==> src/fmpc_pkg.sv <==
`timescale 1ns / 1ps

package fmpc_pkg;

    localparam int SLOT_W    = 4;
    localparam int PORT_W    = 16;
    localparam int LABEL_W   = 8;
    localparam int COUNT_W   = 5;
    localparam int MAX_SLOTS = 16;

    typedef enum logic
    {
        REQ_CLASSIFY = 1'b0,
        REQ_WRITE    = 1'b1
    } req_kind_t;

    typedef struct packed
    {
        logic              proto;
        logic [PORT_W-1:0] src;
        logic [PORT_W-1:0] dst;
    } key_t;

    typedef struct packed
    {
        logic               proto;
        logic [PORT_W-1:0]  src;
        logic [PORT_W-1:0]  dst;
        logic [LABEL_W-1:0] label;
    } rule_t;

    typedef struct packed
    {
        logic              wr_en;
        logic [SLOT_W-1:0] wr_slot;
        rule_t             wr_rule;
    } table_wr_t;

endpackage

==> src/fmpc_if.sv <==
`timescale 1ns / 1ps

interface fmpc_req_if;
    import fmpc_pkg::*;

    logic               valid;
    logic               ready;
    req_kind_t          req_type;
    logic [SLOT_W-1:0]  rule_slot;
    logic               protocol;
    logic [PORT_W-1:0]  source_port;
    logic [PORT_W-1:0]  dest_port;
    logic [LABEL_W-1:0] rule_label;

    modport source
    (
        output valid, req_type, rule_slot, protocol, source_port, dest_port, rule_label,
        input  ready
    );

    modport sink
    (
        input  valid, req_type, rule_slot, protocol, source_port, dest_port, rule_label,
        output ready
    );
endinterface

interface fmpc_res_if;
    import fmpc_pkg::*;

    logic               valid;
    logic               ready;
    logic               matched;
    logic [SLOT_W-1:0]  match_index;
    logic [LABEL_W-1:0] match_label;

    modport source
    (
        output valid, matched, match_index, match_label,
        input  ready
    );

    modport sink
    (
        input  valid, matched, match_index, match_label,
        output ready
    );
endinterface

interface fmpc_cfg_if;
    import fmpc_pkg::*;

    logic               valid;
    logic               ready;
    logic [COUNT_W-1:0] rule_count;

    modport source
    (
        output valid, rule_count,
        input  ready
    );

    modport sink
    (
        input  valid, rule_count,
        output ready
    );
endinterface

==> src/first_match_port_classifier_top.sv <==
`timescale 1ns / 1ps

// First-match port classifier.
// The req channel carries one word per request. A write word stores one rule
// (protocol, source port, destination port, label) into a slot and gives no
// result. A classify word gives exactly one result word on the res channel:
// the lowest-indexed rule in use whose protocol matches and whose ports are
// zero or equal to the packet's ports, or a word with matched low and zeros.
// The cfg channel sets the number of slots in use; it is always ready.
// A result passes through the three-stage match pipeline after its request is
// accepted, and one word can be accepted in every cycle while the pipeline is not held.
// When the receiver holds res.ready low with a result waiting, the whole
// pipeline freezes and req.ready falls until the result is taken.
// Reset empties the pipeline and clears the rule count to zero. Table entries
// are undefined until written and must be written before they are in use.
module first_match_port_classifier_top #(
    parameter int RULES = 16
) (
    input  logic       clk,
    input  logic       rst_n,
    fmpc_req_if.sink   req,
    fmpc_res_if.source res,
    fmpc_cfg_if.sink   cfg
);
    import fmpc_pkg::*;

    localparam int DEPTH = (RULES < MAX_SLOTS) ? RULES : MAX_SLOTS;

    logic [COUNT_W-1:0] rule_count_reg;
    logic               advance;
    logic               accept;
    table_wr_t          wr;
    key_t               key;
    logic [DEPTH-1:0]   hit;
    logic [DEPTH-1:0]   first;
    logic [LABEL_W-1:0] first_label;

    assign cfg.ready = 1'b1;

    always_ff @(posedge clk or negedge rst_n)
    begin
        if (!rst_n)
        begin
            rule_count_reg <= '0;
        end
        else if (cfg.valid)
        begin
            rule_count_reg <= cfg.rule_count;
        end
    end

    assign req.ready = advance;
    assign accept    = req.valid && advance;

    assign wr.wr_en         = accept && (req.req_type == REQ_WRITE);
    assign wr.wr_slot       = req.rule_slot;
    assign wr.wr_rule.proto = req.protocol;
    assign wr.wr_rule.src   = req.source_port;
    assign wr.wr_rule.dst   = req.dest_port;
    assign wr.wr_rule.label = req.rule_label;

    assign key.proto = req.protocol;
    assign key.src   = req.source_port;
    assign key.dst   = req.dest_port;

    fmpc_rule_table #(
        .DEPTH(DEPTH)
    ) u_table (
        .clk        (clk),
        .wr         (wr),
        .rule_count (rule_count_reg),
        .key        (key),
        .hit        (hit),
        .sel        (first),
        .sel_label  (first_label)
    );

    fmpc_match_pipe #(
        .DEPTH(DEPTH)
    ) u_pipe (
        .clk         (clk),
        .rst_n       (rst_n),
        .advance     (advance),
        .in_valid    (accept && (req.req_type == REQ_CLASSIFY)),
        .hit         (hit),
        .first       (first),
        .first_label (first_label),
        .res         (res)
    );

endmodule

==> src/fmpc_rule_table.sv <==
`timescale 1ns / 1ps

module fmpc_rule_table #(
    parameter int DEPTH = 16
) (
    input  logic                        clk,
    input  fmpc_pkg::table_wr_t         wr,
    input  logic [fmpc_pkg::COUNT_W-1:0] rule_count,
    input  fmpc_pkg::key_t              key,
    output logic [DEPTH-1:0]            hit,
    input  logic [DEPTH-1:0]            sel,
    output logic [fmpc_pkg::LABEL_W-1:0] sel_label
);
    import fmpc_pkg::*;

    rule_t rules_reg [DEPTH];

    always_ff @(posedge clk)
    begin
        for (int i = 0; i < DEPTH; i++)
        begin
            if (wr.wr_en && (wr.wr_slot == SLOT_W'(i)))
            begin
                rules_reg[i] <= wr.wr_rule;
            end
        end
    end

    // Each lane checks its own rule; lanes at or above the rule count are masked.
    always_comb
    begin
        for (int i = 0; i < DEPTH; i++)
        begin
            hit[i] = (COUNT_W'(i) < rule_count)
                  && (rules_reg[i].proto == key.proto)
                  && ((rules_reg[i].src == '0) || (rules_reg[i].src == key.src))
                  && ((rules_reg[i].dst == '0) || (rules_reg[i].dst == key.dst));
        end
    end

    always_comb
    begin
        sel_label = '0;
        for (int i = 0; i < DEPTH; i++)
        begin
            sel_label = sel_label | (sel[i] ? rules_reg[i].label : LABEL_W'(0));
        end
    end

endmodule

==> src/fmpc_match_pipe.sv <==
`timescale 1ns / 1ps

module fmpc_match_pipe #(
    parameter int DEPTH = 16
) (
    input  logic                         clk,
    input  logic                         rst_n,
    output logic                         advance,
    input  logic                         in_valid,
    input  logic [DEPTH-1:0]             hit,
    output logic [DEPTH-1:0]             first,
    input  logic [fmpc_pkg::LABEL_W-1:0] first_label,
    fmpc_res_if.source                   res
);
    import fmpc_pkg::*;

    logic               s1_valid_reg;
    logic [DEPTH-1:0]   s1_hit_reg;
    logic               s2_valid_reg;
    logic [DEPTH-1:0]   s2_onehot_reg;
    logic [LABEL_W-1:0] s2_label_reg;
    logic               s3_valid_reg;
    logic               s3_matched_reg;
    logic [SLOT_W-1:0]  s3_index_reg;
    logic [LABEL_W-1:0] s3_label_reg;

    logic               s3_matched_next;
    logic [SLOT_W-1:0]  s3_index_next;

    // The whole pipeline moves together; it holds only while the output word waits.
    assign advance = !s3_valid_reg || res.ready;

    // Isolate the lowest set bit, which is the first matching rule.
    assign first = s1_hit_reg & (~s1_hit_reg + DEPTH'(1));

    always_comb
    begin
        s3_matched_next = |s2_onehot_reg;
        s3_index_next   = '0;
        for (int i = 0; i < DEPTH; i++)
        begin
            s3_index_next = s3_index_next | (s2_onehot_reg[i] ? SLOT_W'(i) : SLOT_W'(0));
        end
    end

    always_ff @(posedge clk or negedge rst_n)
    begin
        if (!rst_n)
        begin
            s1_valid_reg <= 1'b0;
            s2_valid_reg <= 1'b0;
            s3_valid_reg <= 1'b0;
        end
        else if (advance)
        begin
            s1_valid_reg <= in_valid;
            s2_valid_reg <= s1_valid_reg;
            s3_valid_reg <= s2_valid_reg;
        end
    end

    always_ff @(posedge clk)
    begin
        if (advance)
        begin
            s1_hit_reg     <= hit;
            s2_onehot_reg  <= first;
            s2_label_reg   <= first_label;
            s3_matched_reg <= s3_matched_next;
            s3_index_reg   <= s3_index_next;
            s3_label_reg   <= s2_label_reg;
        end
    end

    assign res.valid       = s3_valid_reg;
    assign res.matched     = s3_matched_reg;
    assign res.match_index = s3_index_reg;
    assign res.match_label = s3_label_reg;

endmodule

==> src/flat_wrapper.sv <==
// flat-port wrapper written by rule: the top's interface ports become plain ports
module first_match_port_classifier_top_flat import fmpc_pkg::*;
#(
    parameter int RULES = 16
)
  (clk, rst_n, req_valid, req_req_type, req_rule_slot, req_protocol, req_source_port, req_dest_port, req_rule_label, req_ready, res_valid, res_matched, res_match_index, res_match_label, res_ready, cfg_valid, cfg_rule_count, cfg_ready);
  fmpc_req_if req_i ();
  fmpc_res_if res_i ();
  fmpc_cfg_if cfg_i ();
  input  logic clk;
  input  logic rst_n;
  input wire logic [$bits(req_i.valid)-1:0] req_valid;
  input wire logic [$bits(req_i.req_type)-1:0] req_req_type;
  input wire logic [$bits(req_i.rule_slot)-1:0] req_rule_slot;
  input wire logic [$bits(req_i.protocol)-1:0] req_protocol;
  input wire logic [$bits(req_i.source_port)-1:0] req_source_port;
  input wire logic [$bits(req_i.dest_port)-1:0] req_dest_port;
  input wire logic [$bits(req_i.rule_label)-1:0] req_rule_label;
  output wire logic [$bits(req_i.ready)-1:0] req_ready;
  output wire logic [$bits(res_i.valid)-1:0] res_valid;
  output wire logic [$bits(res_i.matched)-1:0] res_matched;
  output wire logic [$bits(res_i.match_index)-1:0] res_match_index;
  output wire logic [$bits(res_i.match_label)-1:0] res_match_label;
  input wire logic [$bits(res_i.ready)-1:0] res_ready;
  input wire logic [$bits(cfg_i.valid)-1:0] cfg_valid;
  input wire logic [$bits(cfg_i.rule_count)-1:0] cfg_rule_count;
  output wire logic [$bits(cfg_i.ready)-1:0] cfg_ready;
  assign req_i.valid = req_valid;
  assign req_i.req_type = req_req_type;
  assign req_i.rule_slot = req_rule_slot;
  assign req_i.protocol = req_protocol;
  assign req_i.source_port = req_source_port;
  assign req_i.dest_port = req_dest_port;
  assign req_i.rule_label = req_rule_label;
  assign req_ready = req_i.ready;
  assign res_valid = res_i.valid;
  assign res_matched = res_i.matched;
  assign res_match_index = res_i.match_index;
  assign res_match_label = res_i.match_label;
  assign res_i.ready = res_ready;
  assign cfg_i.valid = cfg_valid;
  assign cfg_i.rule_count = cfg_rule_count;
  assign cfg_ready = cfg_i.ready;
  first_match_port_classifier_top #(.RULES(RULES)) u_core (.clk(clk), .rst_n(rst_n), .req(req_i), .res(res_i), .cfg(cfg_i));
endmodule
==> config.mk <==
export PLATFORM = sky130hd
export DESIGN_NAME = first_match_port_classifier_top_flat
export DESIGN_NICKNAME = d
export VERILOG_FILES = /design/src/fmpc_pkg.sv /design/src/fmpc_if.sv /design/src/first_match_port_classifier_top.sv /design/src/fmpc_rule_table.sv /design/src/fmpc_match_pipe.sv /design/src/flat_wrapper.sv
export SDC_FILE = /design/constraint.sdc
export NUM_CORES = 1
export LEC_CHECK = 0
export BUFFER_PORTS_ARGS = -buffer_cell sky130_fd_sc_hd__buf_2
export CORE_ASPECT_RATIO = 1.75
export CORE_MARGIN = 8
export CORE_UTILIZATION = 55
export CTS_BUF_LIST = sky130_fd_sc_hd__clkbuf_4 sky130_fd_sc_hd__clkbuf_8
export CTS_CLUSTER_SIZE = 14
export DETAILED_ROUTE_END_ITERATION = 8
export PLACE_DENSITY = 0.71
export SLEW_MARGIN = 0
export SYNTH_ARGS = -nofsm -noshare
export SYNTH_HDL_FRONTEND = slang
export SYNTH_SLANG_ARGS = --single-unit
export TNS_END_PERCENT = 30
==> constraint.sdc <==
create_clock -name clk -period 8.5 [get_ports clk]
set_input_delay 0.85 -clock clk [delete_from_list [all_inputs] [get_ports clk]]
set_output_delay 0.85 -clock clk [all_outputs]
set_load 0.02 [all_outputs]
==> results.txt, run 1 <==
Status - finished clean
Area growth syn-to-layout - 11.10%
Worst Slack Setup Final - 5.662 ns
Worst Skew - 0.01551 ns
Post-Route WL - 75360 um
CTS buffer count - 96
Port bufs - 70
Sequential share of the synthesized area - 70.91%
Root buffer cell - clkbuf_8
Commonest cells in the netlist - edfxtp_1, xor2_1, nor4_1, buf_2, nand4_1
Met3 WL - 3521 um
Metal2 WL - 40660 um
Max_slew headroom - 16.34%
Worst slew pin tran - 1.252 ns
Max FFs per register - 656
Post-synthesis cell type count - 47
Mean post-synth cell area - 15.50 sq um
Max-capacitance violation count - 0
Worst EP required - 9.02 ns
Net count, final - 2123
Met1 Routed Length - 26770 um
Vias in the first global route - 18360
Top Layer Used - met4
H-tree Lvls - 3
# setup viols final - 0
Latest clock arrival within the worst-skew pair - 0.68 ns
Post-CTS Resized - 0
Core ar. - 54920 sq um
Sw Pwr - 1793 uW
Switching share of power - 23.63%
Fin Setup TNS - 0 ns
Gpl congestion - 0.8881
Via count - 17460
Flop pwr share - 53.9%
Final period utilization - 33.39%
Synth Instances - 1955
# rows - 114
Pleak - 0.01111 uW
Post-CTS Hold Buffers - 0
Type of element capturing the critical path - flop
DRT iter0 DRCs - 1297
Die footprint - 63170 sq um
CP startpoint kind - flop
Total grt overflow - 0
Slew Viols, Final - 0
Post-synth EDFFs - 709
Layout cells sized above 1 - 13.77%
DIE HEIGHT - 326.5 um
Minimum clock period after layout - 2.838 ns
Post-DRT Antenna Nets - 0
Largest net degree at the start of global routing - 57
Starting Density - 55.19%
Internal Power - 5794 uW
Area of the mapped netlist - 30310 sq um
Ys flop type - edfxtp_1
Total I/O pin count - 72
Sink Count - 717
Antenna violations before repair - 6
Share of flip-flops with an asynchronous set or reset - 1.116%
Pre-CTS WS - 5.290 ns
First-pass GRT wire length - 111000 um
Clk pin slew, worst setup/hold paths - 0.07 ns
Combinational power share - 7.8%
Wirelength per Cell - 26.44 um
Gr usage total - 23.53%
Kind of critical path - reg -> reg
Final Hold Fails - 0
Pwr Density - 225.3 nW/um^2
Via density - 6.126
CTS max path bufs - 3
Hold Crit Class - in -> async
Synthesized Nets - 2011
Drt first pass iters - 5
VDD IR max - 0.0001403 V
Largest cells by area after synthesis - edfxtp_1, xor2_1, nor4_1, nand4_1, buf_2
Seq cells post-synth - 717
Count leader, synth - edfxtp_1
Share of the synthesized area in the top cell type - 70.25%
RSZ-0062 raised after global routing - no
Crit Path Max Fanout - 21
Leading area contributor after synthesis - edfxtp_1
Filler cells - 3982
Drt drc - 0
Clk pwr share - 38.4%
Data arrival, critical path - 3.36 ns
Die X - 193.5 um
Hpwl dp - 46210 um
CTS tree - yes
Synth warnings - 0
Post-CTS Repair Setup Buffers - 0
Fmax - 352.3 MHz
## power groups by stage
stage               clock [uW]  sequential, uW  combinational (uW)
finish                    2910            4090                 589
global route              3090            4090                 628
CTS                       2950            4090                 592
detailed placement           0            4160                 590
global placement             0            4160                 583
floorplan                    0            4140                 322
## critical path, cell delays in order (launching register included)
cell and delay, ns:
edfxtp_1 0.72, nor3_2 0.41, nand4_1 0.57, or2_1 0.56, o22ai_1 0.18, or3_1 0.23
## metal layers
metal	GRT usage [%]	vias to the layer above
li1	-	7763
met1	24.86	8798
met2	43.63	682
met3	3.256	216
met4	14.78	0
met5	0	-
## layout make-up
type | count | area, sq um | area share [%]
clock buffers | 117 | 1510 | 4.485
multi-input cells | 1121 | 8388 | 24.91
diodes | 5 | 12.51 | 0.03716
inverters | 22 | 82.58 | 0.2452
clock inverters | 63 | 675.6 | 2.006
repair buffers | 109 | 643.1 | 1.910
flip-flops and latches | 717 | 21490 | 63.82
well taps | 696 | 870.8 | 2.586
## kinds of logic after synthesis
group	count (synthesis)	share of synthesized area, %
AO/OA/AOI/OAI	143	3.096
flip-flops	717	70.91
multiplexers	6	0.2229
buffers and inverters	117	1.804
XOR/XNOR	527	15.23
AND/OR/NAND/NOR	444	8.727
other	1	0.01237
## through the flow
| step | instances | util (%) | hold WS (ns) | instance area (sq um) | power [uW] |
|---|---|---|---|---|---|
| 2_1_floorplan | 1955 | - | 0.4003 | 30310 | 4466 |
| 3_3_place_gp | 2665 | 57.32 | 0.4038 | 31480 | 4741 |
| 3_5_place_dp | 2665 | 57.32 | 0.4045 | 31480 | 4752 |
| 4_1_cts | 2845 | 61.30 | 0.01141 | 33660 | 7626 |
| 5_1_grt | 2849 | 61.31 | 0.02073 | 33670 | 7811 |
| 6_report | 2850 | 61.32 | 0.04749 | 33670 | 7587 |
## cell usage in the layout, fill, tap and decap left out, types with 12 or more instances in the layout
master     netlist  routed
edfxtp_1       709     709
xor2_1         517     517
nor4_1         265     265
clkbuf_8         0     101
buf_2           71      70
nand4_1         66      66
nand2_1         45      45
a21oi_1         41      41
buf_4            1      39
o21ai_0         33      33
a22oi_1         24      24
inv_1           22      22
clkinv_1         0      21
clkinv_2         0      17
clkbuf_4         0      16
bufinv_16        0      14
nor2_4           0      12
## worst paths after layout
path	from	end	slack [ns]	depth (start not counted)
min in group clk	cfg_rule_count[3]	u_core.rule_count_reg[3]	0.40	2
max	u_core.u_pipe.s1_hit_reg[0]	u_core.u_pipe.s2_label_reg[6]	5.66	5
max reg2reg	u_core.u_pipe.s1_hit_reg[0]	u_core.u_pipe.s2_label_reg[6]	5.66	5
min	rst_n	u_core.rule_count_reg[0]	0.05	1
min reg2reg	u_core.u_pipe.s2_label_reg[6]	u_core.u_pipe.res.match_label[6]	0.42	0
max in group asynchronous	rst_n	u_core.rule_count_reg[1]	8.21	1
Power figures use the tool's default switching activity.
==> run 2: changes to the inputs <==
clock period = 2.9 ns   (was 8.5 ns; I/O delays follow)
==> run 2 against run 1 <==
Net effect:
- worst hold slack better by 0.0012 ns
- worst setup slack worse by 5.5 ns
- cell count grew 3.3%
- largest cell class unchanged
- clock skew rose by 0.020 ns
- critical path type is now in -> reg
- flip-flop and latch count unchanged
- utilization rose by 1.3 points
- critical path depth increased by 3
- critical endpoint is now u_core.u_pipe.s1_hit_reg[7]
- clock power grew to 2.7 times the previous value
- die area unchanged
- register-to-register slack lost 5.2 ns
==> results.txt, run 2 (synthesis results as in run 1) <==
Kind of critical path - in -> reg
Via density - 6.128 (about the same)
Drt first pass iters - 5 (unchanged)
Die X - 193.5 um (unchanged)
Type of element capturing the critical path - flop
Slew Viols, Final - 0 (unchanged)
Crit-path cells - dlygate4sd3_1 -> buf_2 -> buf_12 -> buf_4 -> xor2_1 -> nor4_1 -> nand4_1 -> a221oi_1
Fin Setup TNS - 0 ns (unchanged)
Post-DRT Antenna Nets - 0 (unchanged)
Net count, final - 2221 (+4.6%)
Minimum clock period after layout - 2.768 ns
Area growth syn-to-layout - 13.45%
Slowest stage cell, crit path - a221oi_1
Status - finished clean
Critical Path Max Stage Delay - 0.95 ns (+0.23 ns)
VDD IR max - 0.0004223 V (+200%)
Max_slew headroom - 29.67% (+13 points)
Post-CTS Repair Setup Buffers - 0 (unchanged)
Layout cells sized above 1 - 16.07% (+2.3 points)
Port bufs - 70 (unchanged)
Internal Power - 16300 uW (+180%)
Latest clock arrival within the worst-skew pair - 0.71 ns (+0.03 ns)
Clk pin slew, worst setup/hold paths - 0.07 ns (about the same)
Final Hold Fails - 0 (unchanged)
Pwr Density - 624.7 nW/um^2 (+180%)
Hold Crit Class - in -> reg
Drt drc - 0 (unchanged)
Clk pwr share - 36.1% (-2.3 points)
CP startpoint kind - input pin
Gr usage total - 24.11% (+0.59 points)
Data arrival, critical path - 3.12 ns (-0.24 ns)
# rows - 114 (unchanged)
Leading cell type in the layout, fill and taps excluded - edfxtp_1
Largest net degree at the start of global routing - 59 (+3.5%)
Crit Path Max Fanout - 19 (-9.5%)
Combinational power share - 8.3% (+0.5 points)
Worst Skew - 0.03544 ns (+0.01993 ns)
Post-Route WL - 77010 um (+2.2%)
Die footprint - 63170 sq um (unchanged)
Gpl congestion - 0.8961 (+0.90%)
Max-capacitance violation count - 0 (unchanged)
CTS max path bufs - 3 (unchanged)
CTS buffer count - 96 (unchanged)
WP buf/inv - 4 (+4)
DRT iter0 DRCs - 1448 (+12%)
Root buffer cell - clkbuf_8
Fmax - 361.3 MHz
Wirelength per Cell - 26.16 um (-1.1%)
Hold path depth - 1
Starting Density - 55.19% (unchanged)
Final Power - 21480 uW (+180%)
CP Depth - 8 (+3)
Antenna violations before repair - 1 (-5)
Total I/O pin count - 72 (unchanged)
Pleak - 0.01152 uW (+3.7%)
R2R cell count - 5 (unchanged)
RSZ-0062 raised after global routing - no
CTS tree - yes
Critical path's top delay family - buffers and inverters
Sink Count - 717 (unchanged)
Vias in the first global route - 18900 (+2.9%)
Sw Pwr - 5177 uW (+190%)
First-pass GRT wire length - 115300 um (+3.9%)
Worst slew pin tran - 1.055 ns (-0.1971 ns)
Hpwl dp - 51160 um (+11%)
DIE HEIGHT - 326.5 um (unchanged)
Final period utilization - 95.43%
Core ar. - 54920 sq um (unchanged)
# setup viols final - 0 (unchanged)
Max FFs per register - 656 (unchanged)
Switching share of power - 24.10% (+0.47 points)
Total grt overflow - 0 (unchanged)
Worst EP required - 3.25 ns (-5.77 ns)
Commonest cells after routing, fill and taps aside - edfxtp_1, xor2_1, nor4_1, buf_4, clkbuf_8
H-tree Lvls - 3 (unchanged)
Flop pwr share - 55.6% (+1.7 points)
Via count - 18040 (+3.3%)
## run 2: cell types whose count changed in the layout (fill, tap and decap cells not counted), moves of 2 or more
cell | before | now
buf_4 | 39 | 100
dlygate4sd3_1 | 0 | 28
buf_12 | 0 | 9
bufinv_16 | 14 | 6
clkinv_1 | 21 | 28
clkbuf_4 | 16 | 21
clkbuf_8 | 101 | 96
nor3_2 | 6 | 2
nor3_4 | 0 | 4
diode_2 | 5 | 2
inv_6 | 5 | 3
inv_8 | 0 | 2
## run 2: through the flow
stage	instance area [sq um]	hold WS (ns)	util (%)	setup WS, ns	std cells
final	34390	0.04866	62.62	0.1325	2944
after global routing	34380	0.02961	62.61	0.1653	2943
after CTS	34380	0.001406	62.61	0.2183	2942
after detailed placement	32150	0.2021	58.54	-0.09379	2735
after global placement	32150	0.2018	58.54	-0.05368	2735
after floorplan	30420	-0.005591	-	-0.1023	1955
## run 2: path summary, 6_finish.rpt
check / from / end / slack (ns)
max in group asynchronous: rst_n / u_core.rule_count_reg[1] / 1.39
worst max register to register: u_core.u_pipe.s1_hit_reg[5] / u_core.u_pipe.s2_label_reg[3] / 0.42
min in group asynchronous: rst_n / u_core.u_pipe.s2_valid_reg / 0.56
worst min-delay path: req_source_port[14] / u_core.u_table.rules_reg[0][38] / 0.05
worst min register to register: u_core.u_pipe.s2_label_reg[2] / u_core.u_pipe.res.match_label[2] / 0.42
worst max-delay path: req_dest_port[3] / u_core.u_pipe.s1_hit_reg[7] / 0.13
## run 2: timing repair
item,in CTS,in global routing
gates resized for setup,0,0
endpoints found under the hold margin,139,0
hold buffers,28,0
## run 2: power groups by stage
| stage | Sequential [uW] | Clock, uW | Combinational (uW) |
|---|---|---|---|
| final | 12000 | 7750 | 1770 |
| after global placement | 12200 | 0 | 1700 |
| after global routing | 12000 | 8280 | 1910 |
| after CTS | 11900 | 7880 | 1770 |
| after floorplan | 12100 | 0 | 952 |
| after detailed placement | 12200 | 0 | 1730 |
## run 2: metal layers
metal / track usage (%) / part of all wire, %
met5: 0 / 0
met4: 13.61 / 5.2
met3: 3.503 / 5.6
met2: 43.12 / 52
met1: 27.43 / 37
## run 2: area by class of cell
type	count	area [sq um]
inverter	22	82.58
tap	696	870.8
antenna	2	5.005
timing repair buffer	207	1562
multi-input combinational	1121	8423
sequential	717	21490
fill	3894	20530
clock buffer	117	1479
clock inverter	62	471.7
